[src/rtl/cltok_pkg.sv]
// cltok_pkg: shared types and constants for the command line tokenizer
// holds transaction structs, result kinds, scan modes and character codes
// no dependencies
`default_nettype none

package cltok_pkg;

    // character codes the scanner reacts to
    localparam logic [7:0] CH_NUL       = 8'h00;
    localparam logic [7:0] CH_QUOTE     = 8'h22;
    localparam logic [7:0] CH_BACKSLASH = 8'h5C;
    localparam logic [7:0] CH_SPACE     = 8'h20;

    // result kinds
    localparam logic [1:0] KIND_CHAR      = 2'd0;
    localparam logic [1:0] KIND_TOKEN_END = 2'd1;
    localparam logic [1:0] KIND_LINE_END  = 2'd2;

    // most results one input byte can cause
    localparam int unsigned MAX_RESULTS = 3;

    // scanner mode
    typedef enum logic [1:0] {
        MODE_GAP    = 2'd0,
        MODE_PLAIN  = 2'd1,
        MODE_QUOTED = 2'd2
    } t_mode;

    // input transaction
    typedef struct packed {
        logic [7:0] in_char;
        logic       line_end;
    } t_item;

    // output transaction
    typedef struct packed {
        logic [1:0] out_kind;
        logic [7:0] out_char;
        logic       line_error;
        logic       run_last;
    } t_result;

    // all results of one input byte, slot 0 goes out first
    typedef struct packed {
        logic [1:0]                      count;
        t_result [MAX_RESULTS-1:0]       res;
    } t_bundle;

endpackage

`default_nettype wire

[src/rtl/command_line_tokenizer_core.sv]
// command_line_tokenizer_core: top level of the command line tokenizer
// depends on cltok_pkg, cltok_front, cltok_queue, cltok_back
//
// Splits a command line, fed one byte per transaction, into space separated
// arguments and streams token characters, token ends and one line end per
// line; a quote opening a token makes a quoted argument, a backslash escapes
// the next byte, and the line end result flags an unclosed quote. The
// scanner takes one byte per cycle while the bundle queue is not full; each
// byte causes zero to three results and the result side delivers one result
// per cycle while the consumer pops, so the sustained input rate is one byte
// per cycle as long as bytes average at most one result, and the bundle queue
// of QUEUE_DEPTH entries absorbs bursts beyond that. The first result of a
// byte passes through the bundle queue and the output register, and a byte
// with several results is handed out one result at a time.
`default_nettype none

module command_line_tokenizer_core
    import cltok_pkg::*;
#(
    parameter int unsigned QUEUE_DEPTH = 4
) (
    input  wire logic    i_clk,
    input  wire logic    i_rst_n,
    input  wire logic    push,
    output logic         full,
    input  wire t_item   i_item,
    output logic         empty,
    input  wire logic    pop,
    output t_result      o_result
);

    logic    accept;
    logic    bundle_push;
    t_bundle bundle_in;
    t_bundle bundle_head;
    logic    queue_full, queue_empty;
    logic    head_pop;

    assign full   = queue_full;
    assign accept = push && !queue_full;

    // scanner
    cltok_front u_front (
        .i_clk         (i_clk),
        .i_rst_n       (i_rst_n),
        .i_accept      (accept),
        .i_item        (i_item),
        .o_bundle_push (bundle_push),
        .o_bundle      (bundle_in)
    );

    // bundle queue
    cltok_queue #(
        .DEPTH (QUEUE_DEPTH)
    ) u_queue (
        .i_clk   (i_clk),
        .i_rst_n (i_rst_n),
        .i_push  (bundle_push),
        .i_data  (bundle_in),
        .i_pop   (head_pop),
        .o_data  (bundle_head),
        .o_full  (queue_full),
        .o_empty (queue_empty)
    );

    // result sequencer
    cltok_back u_back (
        .i_clk        (i_clk),
        .i_rst_n      (i_rst_n),
        .i_head       (bundle_head),
        .i_head_valid (!queue_empty),
        .o_head_pop   (head_pop),
        .i_pop        (pop),
        .o_empty      (empty),
        .o_result     (o_result)
    );

endmodule

`default_nettype wire

[src/rtl/cltok_front.sv]
// cltok_front: scanner state machine, classifies each byte into a result bundle
// depends on cltok_pkg
`default_nettype none

module cltok_front
    import cltok_pkg::*;
(
    input  wire logic    i_clk,
    input  wire logic    i_rst_n,
    input  wire logic    i_accept,
    input  wire t_item   i_item,
    output logic         o_bundle_push,
    output t_bundle      o_bundle
);

    t_mode r_mode, n_mode;
    logic  r_esc, n_esc;
    logic  r_has, n_has;
    logic  r_odd, n_odd;

    // state after the byte itself, before any line end
    t_mode take_mode;
    logic  take_esc, take_has, take_odd;
    logic  take_emit_char, take_emit_end;
    logic  is_nul, finish;

    assign is_nul = (i_item.in_char == CH_NUL);
    assign finish = is_nul || i_item.line_end;

    // byte classification and next state
    always_comb begin
        take_mode      = r_mode;
        take_esc       = r_esc;
        take_has       = r_has;
        take_odd       = r_odd;
        take_emit_char = 1'b0;
        take_emit_end  = 1'b0;
        if (!is_nul) begin
            unique case (r_mode)
                MODE_PLAIN: begin
                    if (r_esc) begin
                        take_esc       = 1'b0;
                        take_has       = 1'b1;
                        take_emit_char = 1'b1;
                    end else if (i_item.in_char == CH_SPACE) begin
                        take_mode     = MODE_GAP;
                        take_has      = 1'b0;
                        take_emit_end = 1'b1;
                    end else if (i_item.in_char == CH_BACKSLASH) begin
                        take_esc = 1'b1;
                    end else begin
                        take_has       = 1'b1;
                        take_emit_char = 1'b1;
                    end
                end
                MODE_QUOTED: begin
                    if (r_esc) begin
                        take_esc       = 1'b0;
                        take_has       = 1'b1;
                        take_emit_char = 1'b1;
                    end else if (i_item.in_char == CH_BACKSLASH) begin
                        take_esc = 1'b1;
                    end else if (i_item.in_char == CH_QUOTE) begin
                        take_odd      = ~r_odd;
                        take_mode     = MODE_GAP;
                        take_has      = 1'b0;
                        take_emit_end = 1'b1;
                    end else begin
                        take_has       = 1'b1;
                        take_emit_char = 1'b1;
                    end
                end
                default: begin
                    // between tokens, also the unused mode code
                    take_mode = MODE_GAP;
                    take_esc  = 1'b0;
                    take_has  = 1'b0;
                    if (i_item.in_char == CH_QUOTE) begin
                        take_odd  = ~r_odd;
                        take_mode = MODE_QUOTED;
                    end else if (i_item.in_char == CH_BACKSLASH) begin
                        take_mode = MODE_PLAIN;
                        take_esc  = 1'b1;
                    end else if (i_item.in_char != CH_SPACE) begin
                        take_mode      = MODE_PLAIN;
                        take_has       = 1'b1;
                        take_emit_char = 1'b1;
                    end
                end
            endcase
        end

        // a line end returns everything to reset values
        if (finish) begin
            n_mode = MODE_GAP;
            n_esc  = 1'b0;
            n_has  = 1'b0;
            n_odd  = 1'b0;
        end else begin
            n_mode = take_mode;
            n_esc  = take_esc;
            n_has  = take_has;
            n_odd  = take_odd;
        end
    end

    // result bundle for this byte
    always_comb begin
        logic [1:0] cnt;
        cnt      = 2'd0;
        o_bundle = '0;
        if (take_emit_char) begin
            o_bundle.res[cnt].out_kind = KIND_CHAR;
            o_bundle.res[cnt].out_char = i_item.in_char;
            cnt = cnt + 2'd1;
        end
        if (take_emit_end) begin
            o_bundle.res[cnt].out_kind = KIND_TOKEN_END;
            cnt = cnt + 2'd1;
        end
        if (finish) begin
            if ((take_mode == MODE_PLAIN || take_mode == MODE_QUOTED) && take_has) begin
                o_bundle.res[cnt].out_kind = KIND_TOKEN_END;
                cnt = cnt + 2'd1;
            end
            o_bundle.res[cnt].out_kind   = KIND_LINE_END;
            o_bundle.res[cnt].line_error = take_odd;
            cnt = cnt + 2'd1;
        end
        if (cnt != 2'd0) begin
            o_bundle.res[cnt - 2'd1].run_last = 1'b1;
        end
        o_bundle.count = cnt;
        o_bundle_push  = i_accept && (cnt != 2'd0);
    end

    // scanner state registers
    always_ff @(posedge i_clk) begin
        if (!i_rst_n) begin
            r_mode <= MODE_GAP;
            r_esc  <= 1'b0;
            r_has  <= 1'b0;
            r_odd  <= 1'b0;
        end else if (i_accept) begin
            r_mode <= n_mode;
            r_esc  <= n_esc;
            r_has  <= n_has;
            r_odd  <= n_odd;
        end
    end

endmodule

`default_nettype wire

[src/rtl/cltok_queue.sv]
// cltok_queue: short bundle queue between scanner and result sequencer
// depends on cltok_pkg
`default_nettype none

module cltok_queue
    import cltok_pkg::*;
#(
    parameter int unsigned DEPTH = 4
) (
    input  wire logic    i_clk,
    input  wire logic    i_rst_n,
    input  wire logic    i_push,
    input  wire t_bundle i_data,
    input  wire logic    i_pop,
    output t_bundle      o_data,
    output logic         o_full,
    output logic         o_empty
);

    localparam int unsigned PTR_W = (DEPTH > 1) ? $clog2(DEPTH) : 1;
    localparam int unsigned CNT_W = $clog2(DEPTH + 1);

    t_bundle            r_mem [DEPTH];
    logic [PTR_W-1:0]   r_wr_ptr, n_wr_ptr;
    logic [PTR_W-1:0]   r_rd_ptr, n_rd_ptr;
    logic [CNT_W-1:0]   r_count, n_count;
    logic               do_push, do_pop;

    assign o_full  = (r_count == CNT_W'(DEPTH));
    assign o_empty = (r_count == '0);
    assign do_push = i_push && !o_full;
    assign do_pop  = i_pop && !o_empty;
    assign o_data  = r_mem[r_rd_ptr];

    // pointer and fill count update
    always_comb begin
        n_wr_ptr = r_wr_ptr;
        n_rd_ptr = r_rd_ptr;
        n_count  = r_count;
        if (do_push) begin
            n_wr_ptr = (r_wr_ptr == PTR_W'(DEPTH - 1)) ? '0 : r_wr_ptr + 1'b1;
        end
        if (do_pop) begin
            n_rd_ptr = (r_rd_ptr == PTR_W'(DEPTH - 1)) ? '0 : r_rd_ptr + 1'b1;
        end
        if (do_push && !do_pop) begin
            n_count = r_count + 1'b1;
        end else if (do_pop && !do_push) begin
            n_count = r_count - 1'b1;
        end
    end

    // storage write
    always_ff @(posedge i_clk) begin
        if (do_push) begin
            r_mem[r_wr_ptr] <= i_data;
        end
    end

    // control registers
    always_ff @(posedge i_clk) begin
        if (!i_rst_n) begin
            r_wr_ptr <= '0;
            r_rd_ptr <= '0;
            r_count  <= '0;
        end else begin
            r_wr_ptr <= n_wr_ptr;
            r_rd_ptr <= n_rd_ptr;
            r_count  <= n_count;
        end
    end

endmodule

`default_nettype wire

[src/rtl/cltok_back.sv]
// cltok_back: steps through the slots of each bundle into a registered output
// depends on cltok_pkg
`default_nettype none

module cltok_back
    import cltok_pkg::*;
(
    input  wire logic    i_clk,
    input  wire logic    i_rst_n,
    input  wire t_bundle i_head,
    input  wire logic    i_head_valid,
    output logic         o_head_pop,
    input  wire logic    i_pop,
    output logic         o_empty,
    output t_result      o_result
);

    t_result     r_out;
    logic        r_valid, n_valid;
    logic [1:0]  r_idx, n_idx;
    logic        load;
    logic        last_slot;

    // output register takes a new result when it is free or being drained
    assign load      = i_head_valid && (!r_valid || i_pop);
    assign last_slot = (r_idx == i_head.count - 2'd1);
    assign o_head_pop = load && last_slot;

    always_comb begin
        n_idx   = r_idx;
        n_valid = r_valid;
        if (load) begin
            n_valid = 1'b1;
            n_idx   = last_slot ? 2'd0 : r_idx + 2'd1;
        end else if (i_pop) begin
            n_valid = 1'b0;
        end
    end

    // result payload
    always_ff @(posedge i_clk) begin
        if (load) begin
            r_out <= i_head.res[r_idx];
        end
    end

    // control registers
    always_ff @(posedge i_clk) begin
        if (!i_rst_n) begin
            r_valid <= 1'b0;
            r_idx   <= 2'd0;
        end else begin
            r_valid <= n_valid;
            r_idx   <= n_idx;
        end
    end

    assign o_empty  = !r_valid;
    assign o_result = r_out;

endmodule

`default_nettype wire

[config.mk]
export PLATFORM = sky130hd
export DESIGN_NAME = command_line_tokenizer_core
export DESIGN_NICKNAME = d
export VERILOG_FILES = /design/src/rtl/cltok_pkg.sv /design/src/rtl/command_line_tokenizer_core.sv /design/src/rtl/cltok_front.sv /design/src/rtl/cltok_queue.sv /design/src/rtl/cltok_back.sv
export SDC_FILE = /design/constraint.sdc
export NUM_CORES = 1
export LEC_CHECK = 0
export ABC_AREA = 0
export CAP_MARGIN = 20
export CORE_ASPECT_RATIO = 0.8
export CORE_MARGIN = 2
export CORE_UTILIZATION = 53
export CTS_CLUSTER_SIZE = 10
export DETAILED_ROUTE_END_ITERATION = 16
export DONT_BUFFER_PORTS = 1
export GPL_TIMING_DRIVEN = 0
export PLACE_DENSITY = 0.73
export SLEW_MARGIN = 20
export SYNTH_ARGS = -nofsm -noshare
export SYNTH_HDL_FRONTEND = slang
export SYNTH_SLANG_ARGS = --single-unit
[constraint.sdc]
create_clock -name i_clk -period 8.8 [get_ports i_clk]
set_input_delay 0.44 -clock i_clk [delete_from_list [all_inputs] [get_ports i_clk]]
set_output_delay 0.44 -clock i_clk [all_outputs]
set_load 0.02 [all_outputs]
==> metrics.md, run 1 <==
| Metric | Value |
|---|---|
| Die ar. | 10950 sq um |
| Syn. warnings | 0 |
| Filler cell count | slightly above 700 |
| Hold slack final | 0.1812 ns |
| TritonCTS clock tree | yes |
| Sum of negative setup slack | 0 ns |
| Leakage power | ~2.1 nW |
| Commonest non-fill, non-tap cells in the layout | edfxtp_1 (100), mux4_2 (22), inv_1 (19) |
| Number of synthesized register bits | roughly 120 |
| Die Span X | roughly 120 um |
| Max_slew headroom | 40.23% |
| I/O pins | 27 |
| Mapped Area | 5366 sq um |
| Diodes inserted | 0 |
| Total vias in the final route | 2984 |
| Detailed-route wire length | about 10000 um |
| # rows | 32 |
| Critical path data arrival time | 5.54 ns |
| Met2 track demand over resource | 30.23% |
| Number of buffers inserted to repair setup after CTS | 0 |
| Depth of the CTS H-tree | 4 |
| Area added between synthesis and finish | 14.83% |
| Finish-stage setup viols | 0 |
| Type of the most critical hold path | input pin to register |
| Outcome | finished clean |
| Layer with the highest usage | met2 |
| Avg WL per Cell | 18.65 um |
| Insertion delay of the later-clocked pin in the worst-skew pair | ~0.41 ns |
| Number of antenna violations at the first check in global routing | 0 |
| Most common cell after layout, fill and taps aside | edfxtp_1 |
| Detailed Routing Iterations Pass 1 | 5 |
| Clock net sink count | between 100 and 150 |
| Maximum fanout count along the critical path | 9 |
| DRC | 0 |
| Aggregate global routing overflow | 0 |
| Post-cts sizing count | 0 |
| HPWL after DPL | between 6000 and 7000 um |
| Fraction of final layout cells sized beyond drive strength 1 | ~19% |
| Maximum number of pins on one net before global-route repair | 23 |
| Die height | roughly 94 um |
| Synthesized netlist cell count | 365 |
| Starting density of the core | a little under three fifths |
| Final hold violation count | 0 |
| Synthesized area per cell | 14.70 sq um |
| Max-cap check violation count | 0 |
| Global-route wire length before repair | 16000 um |
| Maximum clock frequency | 0.1921 GHz |
| Post-route fraction of the period consumed by the critical path | 59.16% |
| Placer congestion estimate | 0.8685 |
| R2R Setup Slk | 3.59 ns |
| Final design instance area without fill | 6162 sq um |
| Transition at the pin with the smallest max-transition slack | 0.8966 ns |
| Synthesized netlist net count | 395 |
| Async S/R FF share, synth | 0% |
| Worst slack at placement | approximately 3.6 ns |
| Fraction of the yosys area taken by sequential cells | 62.30% |
| Clock period minus worst slack | between 5 and 6 ns |
| EDFF count, synth | 100 |
| Required time reported for the critical path endpoint | roughly 9 ns |
| Kind of start point of the critical path | register |
| Power after layout | approximately 1.9 mW |
| Final Net Count | 415 |
| PnR worst setup slack | around 3.6 ns |
| Cell at the root of the clock tree | clkbuf_16 |
| Antenna violation net count after detailed routing | 0 |
| Share of the core filled with cells | 63.34% |
| Pwr/cell area | 310.2 nW/um^2 |
| Grt met3 use | 6.387% |
| Count of port buffers added during placement | 0 |
| Placed inst area | about 5600 sq um |
| Maximum clock insertion buffer count | 2 |
| Worst Setup End Kind | register |
| Drt first-iter violations | between 300 and 400 |
| Number of placed cells counting well taps | around 500 |
| GRT Resource Usage Total | about a fifth |
| RSZ-0062 raised after global routing | no |
| Hold buffer count at CTS | 0 |
| Clock tree skew after final layout | 0.009867 ns |
| Primary FF master, synth | edfxtp_1 |
| Number of distinct library cell variants in the gate-level netlist after synthesis | 62 |
| Final Instance Count excl. Fillers | approximately 530 |
| Global routing usage on met1 | 28.28% |
| Total core area | between 9000 and 10000 sq um |
| Number of global-route vias before repair | 3064 |
| Via/cell ratio | 5.588 |
| Type of the setup path with the least slack | register to register |
| Clock buffer count from CTS | 17 |
| Clk slew on worst S/H paths | 0.05 ns |
| Total count of max-transition violations in the final report | 0 |
| VDD IR max | 0.1863 mV |
==> where the power goes <==
group	total (mW)	switching, mW	internal, mW
sequential	0.801	0.0746	0.726
combinational	0.417	0.232	0.185
clock	0.694	0.247	0.447
==> path summary, 6_finish.rpt <==
path,depth (start not counted),end,startpoint
worst max-delay path,19,u_queue.r_count[2]$_SDFFE_PN0P_,u_front.r_mode[0]$_SDFFE_PN0P_
worst min-delay path,1,u_front.r_esc$_SDFFE_PN0P_,i_rst_n
worst min register to register,2,u_back.r_valid$_SDFFE_PN0P_,u_back.r_valid$_SDFFE_PN0P_
worst max register to register,19,u_queue.r_count[2]$_SDFFE_PN0P_,u_front.r_mode[0]$_SDFFE_PN0P_
==> cell usage after synthesis (all sizes together), types with 2 or more instances <==
| cell type | count | area (sq um) |
|---|---|---|
| nand2 | 19 | 78.82 |
| nor2b | 17 | 106.4 |
| o22ai | 5 | 31.28 |
| and2 | 16 | 102.6 |
| nor4 | 4 | 40.04 |
| inv | 21 | 78.83 |
| nand2b | 7 | 43.79 |
| mux4 | 22 | 495.5 |
| nor3 | 9 | 45.04 |
| a21boi | 6 | 45.04 |
| xnor2 | 4 | 35.03 |
| nor3b | 3 | 22.52 |
| a31oi | 4 | 25.02 |
| nand3 | 2 | 10.01 |
| or4 | 3 | 26.27 |
| nor2 | 15 | 56.30 |
| dfxtp | 17 | 340.3 |
| mux2i | 11 | 110.1 |
| clkbuf | 13 | 48.80 |
| o21ai | 9 | 56.31 |
| ha | 15 | 187.7 |
| or3 | 2 | 12.51 |
| buf | 4 | 16.26 |
| edfxtp | 100 | 3003 |
| or2 | 4 | 25.03 |
| fa | 2 | 40.04 |
| mux2 | 2 | 26.27 |
| a221oi | 2 | 23.77 |
| a21oi | 5 | 25.02 |
| and3 | 2 | 12.51 |
==> registers in the layout, summed over array words and instances (netlist names), named ones only <==
name and flops:
u_front.r_esc 1, u_front.r_has 1, u_front.r_odd 1, u_queue.r_rd_ptr 2
u_queue.r_mem 88, u_back.o_result 12, u_back.r_valid 1, u_front.r_mode 2
u_queue.r_wr_ptr 2, u_queue.r_count 3, u_back.r_idx 2
==> critical path, cell delays in order, from the launching register on <==
cell	delay, ns
dfxtp_1	0.40
inv_1	0.06
ha_1	0.19
clkbuf_1	0.20
mux2_1	0.36
or2_2	0.30
o21ai_1	0.16
nor2_1	0.07
o31a_2	0.38
nand2_4	0.12
fa_1	0.49
inv_1	0.13
ha_1	0.26
a311oi_2	0.57
ha_1	0.30
inv_1	0.07
fa_1	0.43
xor2_1	0.17
or3_1	0.30
a21boi_0	0.17
==> layer usage <==
layer / up-vias / share of wire, %
li1: 1421 / -
met1: 1484 / 47
met2: 69 / 47
met3: 10 / 5.1
met4: 0 / 0.91
met5: - / 0
==> logic make-up (layout without fill, tap and decap cells) <==
| kind of cell | Yosys count | after routing | share of synthesized area [%] |
|---|---|---|---|
| AOI/OAI and AO/OA | 47 | 47 | 6.785 |
| xor gates and xnor gates | 5 | 5 | 0.8160 |
| adders and majority gates | 17 | 17 | 4.243 |
| buffers and inverters | 39 | 72 | 2.845 |
| DFF | 117 | 117 | 62.30 |
| muxes | 35 | 35 | 11.77 |
| and+or+nand+nor | 105 | 105 | 11.24 |
==> final cells by class <==
type / instances / area, sq um / share of cell area (%)
clock inverter: 15 / 180.2 / 2.924
multi-input combinational: 209 / 1879 / 30.50
tap: 136 / 170.2 / 2.761
buffer: 18 / 73.82 / 1.198
clock buffer: 17 / 425.4 / 6.904
timing repair buffer: 1 / 11.26 / 0.1827
inverter: 21 / 78.83 / 1.279
sequential: 117 / 3343 / 54.25
Note: power is estimated with default switching activity, not from simulation.
==> run 2: changes to the inputs <==
- clock period: 8.8 -> 4.9 ns (I/O delays scaled with it)
==> run 2 against run 1 <==
  * Clock power is 80% higher
  * Via count is 0.70% higher
  * Combinational power is 83% higher
  * Total power is 80% higher
  * Core utilization is 0.48 points higher
  * First-iteration DRC count is 9.5% higher
  * Sequential power is 80% higher
  * Non-clock buffer count is 1 higher
  * Critical path type unchanged
==> metrics.md, run 2 (same netlist as run 1, synthesis figures left out) <==
| Metric | Value |
|---|---|
| Commonest non-fill, non-tap cells in the layout | edfxtp_1 (100), mux4_2 (22), nand2_1 (18), inv_1 (18) |
| Leakage power | 2.103 nW |
| Via/cell ratio | about 5.6 |
| Clock period minus worst slack | 4.625 ns |
| Area added between synthesis and finish | 15.69% |
| End of the worst register-to-register path | u_queue.r_count[2]$_SDFFE_PN0P_ |
| Antenna violation net count after detailed routing | 0 |
| Most common cell after layout, fill and taps aside | edfxtp_1 |
| GRT Resource Usage Total | 20.39% |
| Internal Dissipation | ~2.4 mW |
| HPWL after DPL | roughly 6400 um |
| Outcome | finished clean |
| Clock buffer count from CTS | 17 |
| Aggregate global routing overflow | 0 |
| Chain of cells forming the critical path | inv_1, ha_1, mux2_1, or2_2, o21ai_1, nor2_1, o31a_2, nand2_4, fa_2, inv_2, ha_1, a311oi_4, ha_2, inv_1, fa_1, xor2_1, or3_1, a21boi_0 |
| Die ar. | 10950 sq um |
| Post-route fraction of the period consumed by the critical path | 94.38% |
| Detailed-route wire length | 10000 um |
| Depth of the worst register-to-register path | 18 |
| Detailed Routing Iterations Pass 1 | 4 |
| Clock tree skew after final layout | 0.008662 ns |
| Clk slew on worst S/H paths | roughly 0.060 ns |
| Fraction of final layout cells sized beyond drive strength 1 | between 20% and 30% |
| Placer congestion estimate | 0.8685 |
| Type of the most critical hold path | input pin to register |
| VDD IR max | 0.3295 mV |
| Total count of max-transition violations in the final report | 0 |
| DRC | 0 |
| Maximum clock insertion buffer count | 2 |
| Power after layout | between 3 and 4 mW |
| Insertion delay of the later-clocked pin in the worst-skew pair | 0.41 ns |
| Max_slew headroom | 40.41% |
| Part of the total power dissipated in combinational logic | 22.1% |
| # rows | 32 |
| CP Depth | 18 |
| Share of power burned in the clock network | 36.2% |
| Number of global-route vias before repair | approximately 3100 |
| Starting density of the core | 55.16% |
| Clock net sink count | 117 |
| Drt first-iter violations | 334 |
| Switching part of the total | 29.03% |
| Transition at the pin with the smallest max-transition slack | around 0.89 ns |
| Maximum number of pins on one net before global-route repair | 23 |
| Kind of start point of the critical path | register |
| Depth of the CTS H-tree | 4 |
| Count of port buffers added during placement | 0 |
| Finish-stage setup viols | 0 |
| Cell at the root of the clock tree | clkbuf_16 |
| Hold path start | i_rst_n |
| I/O pins | 27 |
| CP bufs+invs | 3 |
| Critical register-to-register path startpoint | u_front.r_mode[1]$_SDFFE_PN0P_ |
| Required time reported for the critical path endpoint | 5.23 ns |
| Number of antenna violations at the first check in global routing | 0 |
| End point of the worst hold path | u_queue.r_rd_ptr[1]$_SDFFE_PN0P_ |
| Total vias in the final route | between 3000 and 4000 |
| Global-route wire length before repair | 16050 um |
| RSZ-0062 raised after global routing | no |
| Net switching power of the design | 1.001 mW |
| Diodes inserted | 0 |
| TritonCTS clock tree | yes |
| Max-cap check violation count | 0 |
| Largest reg by FF count | u_queue.r_mem |
| Total core area | 9729 sq um |
| Largest stage delay on the critical path | 0.49 ns |
| Avg WL per Cell | 18.70 um |
| Die Span X | 116.5 um |
| R2R Setup Slk | 0.28 ns |
| Worst Setup End Kind | register |
| Critical path data arrival time | 4.96 ns |
| Maximum clock frequency | between 0.2 and 0.25 GHz |
| Cell type group with the largest total delay on the critical path | adder cells |
| Share of the core filled with cells | 63.81% |
| Type of the setup path with the least slack | register to register |
| Die height | 94 um |
| Final hold violation count | 0 |
| Seq pwr share | 41.7% |
| Worst Hold Depth | 1 |
| Maximum fanout count along the critical path | 6 |
| Critical Path Slowest Stage Cell | fa_2 |
| Max FFs per register | 88 |
| Final Net Count | 416 |
| Pwr/cell area | 555.4 nW/um^2 |
==> run 2: area by class of cell <==
cell class              count  area (sq um)
plain buffers              17         71.32
clock buffers              17         425.4
clock inverters            15         180.2
fillers                   709          3521
inverters                  21         78.83
multi-input cells         209          1909
flip-flops and latches    117          3344
well taps                 136         170.2
repair buffers              3         28.78
==> run 2: through the flow <==
stage / setup slack, ns / instances / TNS (ns) / hold WS, ns / cell area [sq um]
after floorplan: 0.2232 / 365 / 0 / 0.3981 / 5366
after global placement: -0.2186 / 501 / -15.30 / 0.4021 / 5537
after detailed placement: -0.2975 / 502 / -0.2975 / 0.4089 / 5557
after CTS: 0.08150 / 535 / 0 / 0.002579 / 6190
after global routing: 0.01013 / 535 / 0 / 0.01205 / 6208
final: 0.2753 / 535 / 0 / 0.01662 / 6208
==> run 2: power groups by stage <==
stage	Clock (mW)	Sequential [mW]	Combinational, mW
floorplan	0	1.44	0.578
global placement	0	1.45	0.719
detailed placement	0	1.46	0.752
CTS	1.26	1.44	0.774
global route	1.30	1.46	0.851
finish	1.25	1.44	0.762
==> run 2: how the worst max path moves through the flow <==
stage | startpoint | to | slack (ns)
6_report | u_front.r_mode[1]$_SDFFE_PN0P_ | u_queue.r_count[2]$_SDFFE_PN0P_ | 0.28
5_1_grt | u_front.r_mode[1]$_SDFFE_PN0P_ | u_queue.r_count[2]$_SDFFE_PN0P_ | 0.01
4_1_cts | u_front.r_mode[0]$_SDFFE_PN0P_ | u_queue.r_count[2]$_SDFFE_PN0P_ | 0.08
3_5_place_dp | u_front.r_mode[0]$_SDFFE_PN0P_ | u_queue.r_count[2]$_SDFFE_PN0P_ | -0.30
3_3_place_gp | u_front.r_mode[0]$_SDFFE_PN0P_ | u_queue.r_count[2]$_SDFFE_PN0P_ | -0.22
2_1_floorplan | u_front.r_mode[0]$_SDFFE_PN0P_ | u_queue.r_count[2]$_SDFFE_PN0P_ | 0.22
==> run 2: repair_timing <==
item                                    4_1_cts  5_1_grt
setup buffers                                 1        0
gates cloned                                  0        0
hold endpoints to repair                      5        0
resized for setup                             2        8
pin swaps                                     1        1
hold buffers                                  1        0
endpoints found under the setup margin        1        1
==> run 2: layer usage <==
metal | share of wire [%] | GRT usage, % | vias up
li1 | - | - | 1427
met1 | 47 | 28.24 | 1488
met2 | 47 | 30.38 | 82
met3 | 5.2 | 6.452 | 8
met4 | 0.72 | 7.440 | 0
met5 | 0 | 0 | -
==> run 3: changes to the inputs <==
- clock period: 4.9 -> 5.3 ns (I/O delays scaled with it)
==> run 3 against run 2 <==
  * First-iteration DRC count is 14% lower
  * Fmax is 5.8% lower
  * Die area stayed put
  * Setup slack better by 0.12 ns
  * Final cell count is 0.37% higher
  * Core utilization hardly changed
  * Clock skew is 0.0014 ns lower
  * Design area hardly changed
  * Clock power is 8% lower
  * Flip-flop and latch count stayed put
  * Critical endpoint unchanged
==> metrics.md, run 3 (same netlist as run 1, synthesis figures left out) <==
| Metric | Value |
|---|---|
| Outcome | finished clean |
| Hold slack final | 0.03065 ns |
| GRT Resource Usage Total | 20.37% |
| Max-cap check violation count | 0 |
| Drt first-iter violations | 288 |
| Share of the core filled with cells | 63.77% |
| Type of the most critical hold path | input pin to register |
| DRC | 0 |
| Maximum clock frequency | just over 0.2 GHz |
| Final Net Count | 418 |
| Met2 WL | 4640 um |
| Clock period minus worst slack | 4.907 ns |
| Type of the setup path with the least slack | register to register |
| Clock buffer count from CTS | 17 |
| Clock net sink count | between 100 and 150 |
| Hold path start | i_rst_n |
| Aggregate global routing overflow | 0 |
| Maximum fanout count along the critical path | 9 |
| Worst Setup End Kind | register |
| Max FFs per register | between 80 and 90 |
| Maximum clock insertion buffer count | 2 |
| Maximum number of pins on one net before global-route repair | 23 |
| End of the worst register-to-register path | u_queue.r_count[2]$_SDFFE_PN0P_ |
| Insertion delay of the later-clocked pin in the worst-skew pair | a little over 0.4 ns |
| Total core area | 9729 sq um |
| Max_slew headroom | ~40% |
| Sum of negative setup slack | 0 ns |
| Leakage power | 2.111 nW |
| Detailed Routing Iterations Pass 1 | 5 |
| Critical register-to-register path startpoint | u_front.r_mode[0]$_SDFFE_PN0P_ |
| Transition at the pin with the smallest max-transition slack | 0.8956 ns |
| Post-route fraction of the period consumed by the critical path | 92.59% |
| Kind of start point of the critical path | register |
| R2R Setup Slk | 0.39 ns |
| Required time reported for the critical path endpoint | 5.63 ns |
| Global-route wire length before repair | 16030 um |
| Detailed-route wire length | between 9000 and 10000 um |
| Post-route met1 wirelength | 4791 um |
| Diodes inserted | 0 |
| Antenna violation net count after detailed routing | 0 |
| Cell at the root of the clock tree | clkbuf_16 |
| Total vias in the final route | 3050 |
| Starting density of the core | 55.16% |
| RSZ-0062 raised after global routing | no |
| Worst Hold Depth | 1 |
| Area added between synthesis and finish | 15.62% |
| Worst slack at placement | 0.1026 ns |
| Total count of max-transition violations in the final report | 0 |
| Most common cell after layout, fill and taps aside | edfxtp_1 |
| Die Span X | 116.5 um |
| Total length of routed met3 wires | 411 um |
| Depth of the worst register-to-register path | 19 |
| Count of port buffers added during placement | 0 |
| HPWL after DPL | between 6000 and 7000 um |
| I/O pins | 27 |
| Commonest non-fill, non-tap cells in the layout | edfxtp_1 (100), mux4_2 (22), inv_1 (19) |
| Depth of the CTS H-tree | 4 |
| Final hold violation count | 0 |
| Fraction of final layout cells sized beyond drive strength 1 | between 10% and 20% |
| PnR worst setup slack | 0.3929 ns |
| Pwr/cell area | 513.0 nW/um^2 |
| Filler cell count | 709 |
| Via/cell ratio | roughly 5.7 |
| Power after layout | 3.183 mW |
| Placer congestion estimate | 0.8685 |
| # rows | 32 |
| TritonCTS clock tree | yes |
| Largest reg by FF count | u_queue.r_mem |
| Die ar. | 10950 sq um |
| Uppermost layer routed | met4 |
| Avg WL per Cell | roughly 19 um |
| Critical path data arrival time | 5.24 ns |
| Die height | between 90 and 100 um |
| Number of global-route vias before repair | 3068 |
| VDD IR max | 0.3055 mV |
| Finish-stage setup viols | 0 |
| Clk slew on worst S/H paths | 0.05 ns |
| Number of antenna violations at the first check in global routing | 0 |
| Clock tree skew after final layout | 0.007302 ns |
-- run 3: worst max-delay path by stage --
stage / end / from / slack [ns] / depth (start not counted)
2_1_floorplan: u_queue.r_count[2]$_SDFFE_PN0P_ / u_front.r_mode[0]$_SDFFE_PN0P_ / 0.62 / 19
4_1_cts: u_queue.r_count[2]$_SDFFE_PN0P_ / u_front.r_mode[0]$_SDFFE_PN0P_ / 0.07 / 19
6_report: u_queue.r_count[2]$_SDFFE_PN0P_ / u_front.r_mode[0]$_SDFFE_PN0P_ / 0.39 / 19
5_1_grt: u_queue.r_count[2]$_SDFFE_PN0P_ / u_front.r_mode[0]$_SDFFE_PN0P_ / 0.1 / 19
3_5_place_dp: u_queue.r_count[2]$_SDFFE_PN0P_ / u_front.r_mode[0]$_SDFFE_PN0P_ / 0.10 / 19
3_3_place_gp: u_queue.r_count[2]$_SDFFE_PN0P_ / u_front.r_mode[0]$_SDFFE_PN0P_ / 0.18 / 19
-- run 3: critical path, cell delays in order (launching register included) --
cell	delay, ns
dfxtp_1	0.40
inv_1	0.06
ha_1	0.19
clkbuf_1	0.20
mux2_1	0.36
or2_2	0.30
o21ai_1	0.16
nor2_1	0.07
o31a_2	0.38
nand2_4	0.12
fa_1	0.49
inv_1	0.16
ha_1	0.29
a311oi_4	0.27
ha_1	0.24
inv_1	0.07
fa_1	0.43
xor2_1	0.17
or3_1	0.30
a21boi_0	0.17
-- run 3: area by class of cell --
type                            count  area (sq um)  share of cell area [%]
Buffer                             18         73.82                   1.190
Clock buffer                       17         425.4                   6.856
Clock inverter                     15         180.2                   2.904
Inverter                           21         78.83                   1.270
Multi-Input combinational cell    209          1894                   30.53
Sequential cell                   117          3343                   53.88
Tap cell                          136         170.2                   2.742
Timing Repair Buffer                4         38.79                  0.6251
-- run 3: routing by layer --
metal | global-route usage [%] | up-vias
met2 | 30.33 | 72
li1 | - | 1431
met1 | 28.28 | 1534
met4 | 7.440 | 0
met5 | 0 | -
met3 | 6.387 | 13
-- run 3: through the flow --
step	cells	cell area, sq um
after floorplan	365	5366
after global placement	501	5537
after detailed placement	502	5557
after CTS	535	6172
after global routing	537	6205
final	537	6205
-- run 3: timing repair --
| action | in CTS | in global routing |
|---|---|---|
| hold endpoints to repair | 2 | 1 |
| setup endpoints to repair | 0 | 1 |
| hold buffers | 1 | 1 |
| buffers inserted | 0 | 1 |
| resized for setup | 0 | 2 |
-- run 3: power breakdown --
part / internal [mW] / total (mW) / switching (mW) / leakage (nW)
combinational: 0.312 / 0.701 / 0.389 / 0.745
sequential: 1.21 / 1.33 / 0.124 / 1.07
clock: 0.741 / 1.15 / 0.410 / 0.293
total: 2.26 / 3.18 / 0.923 / 2.11
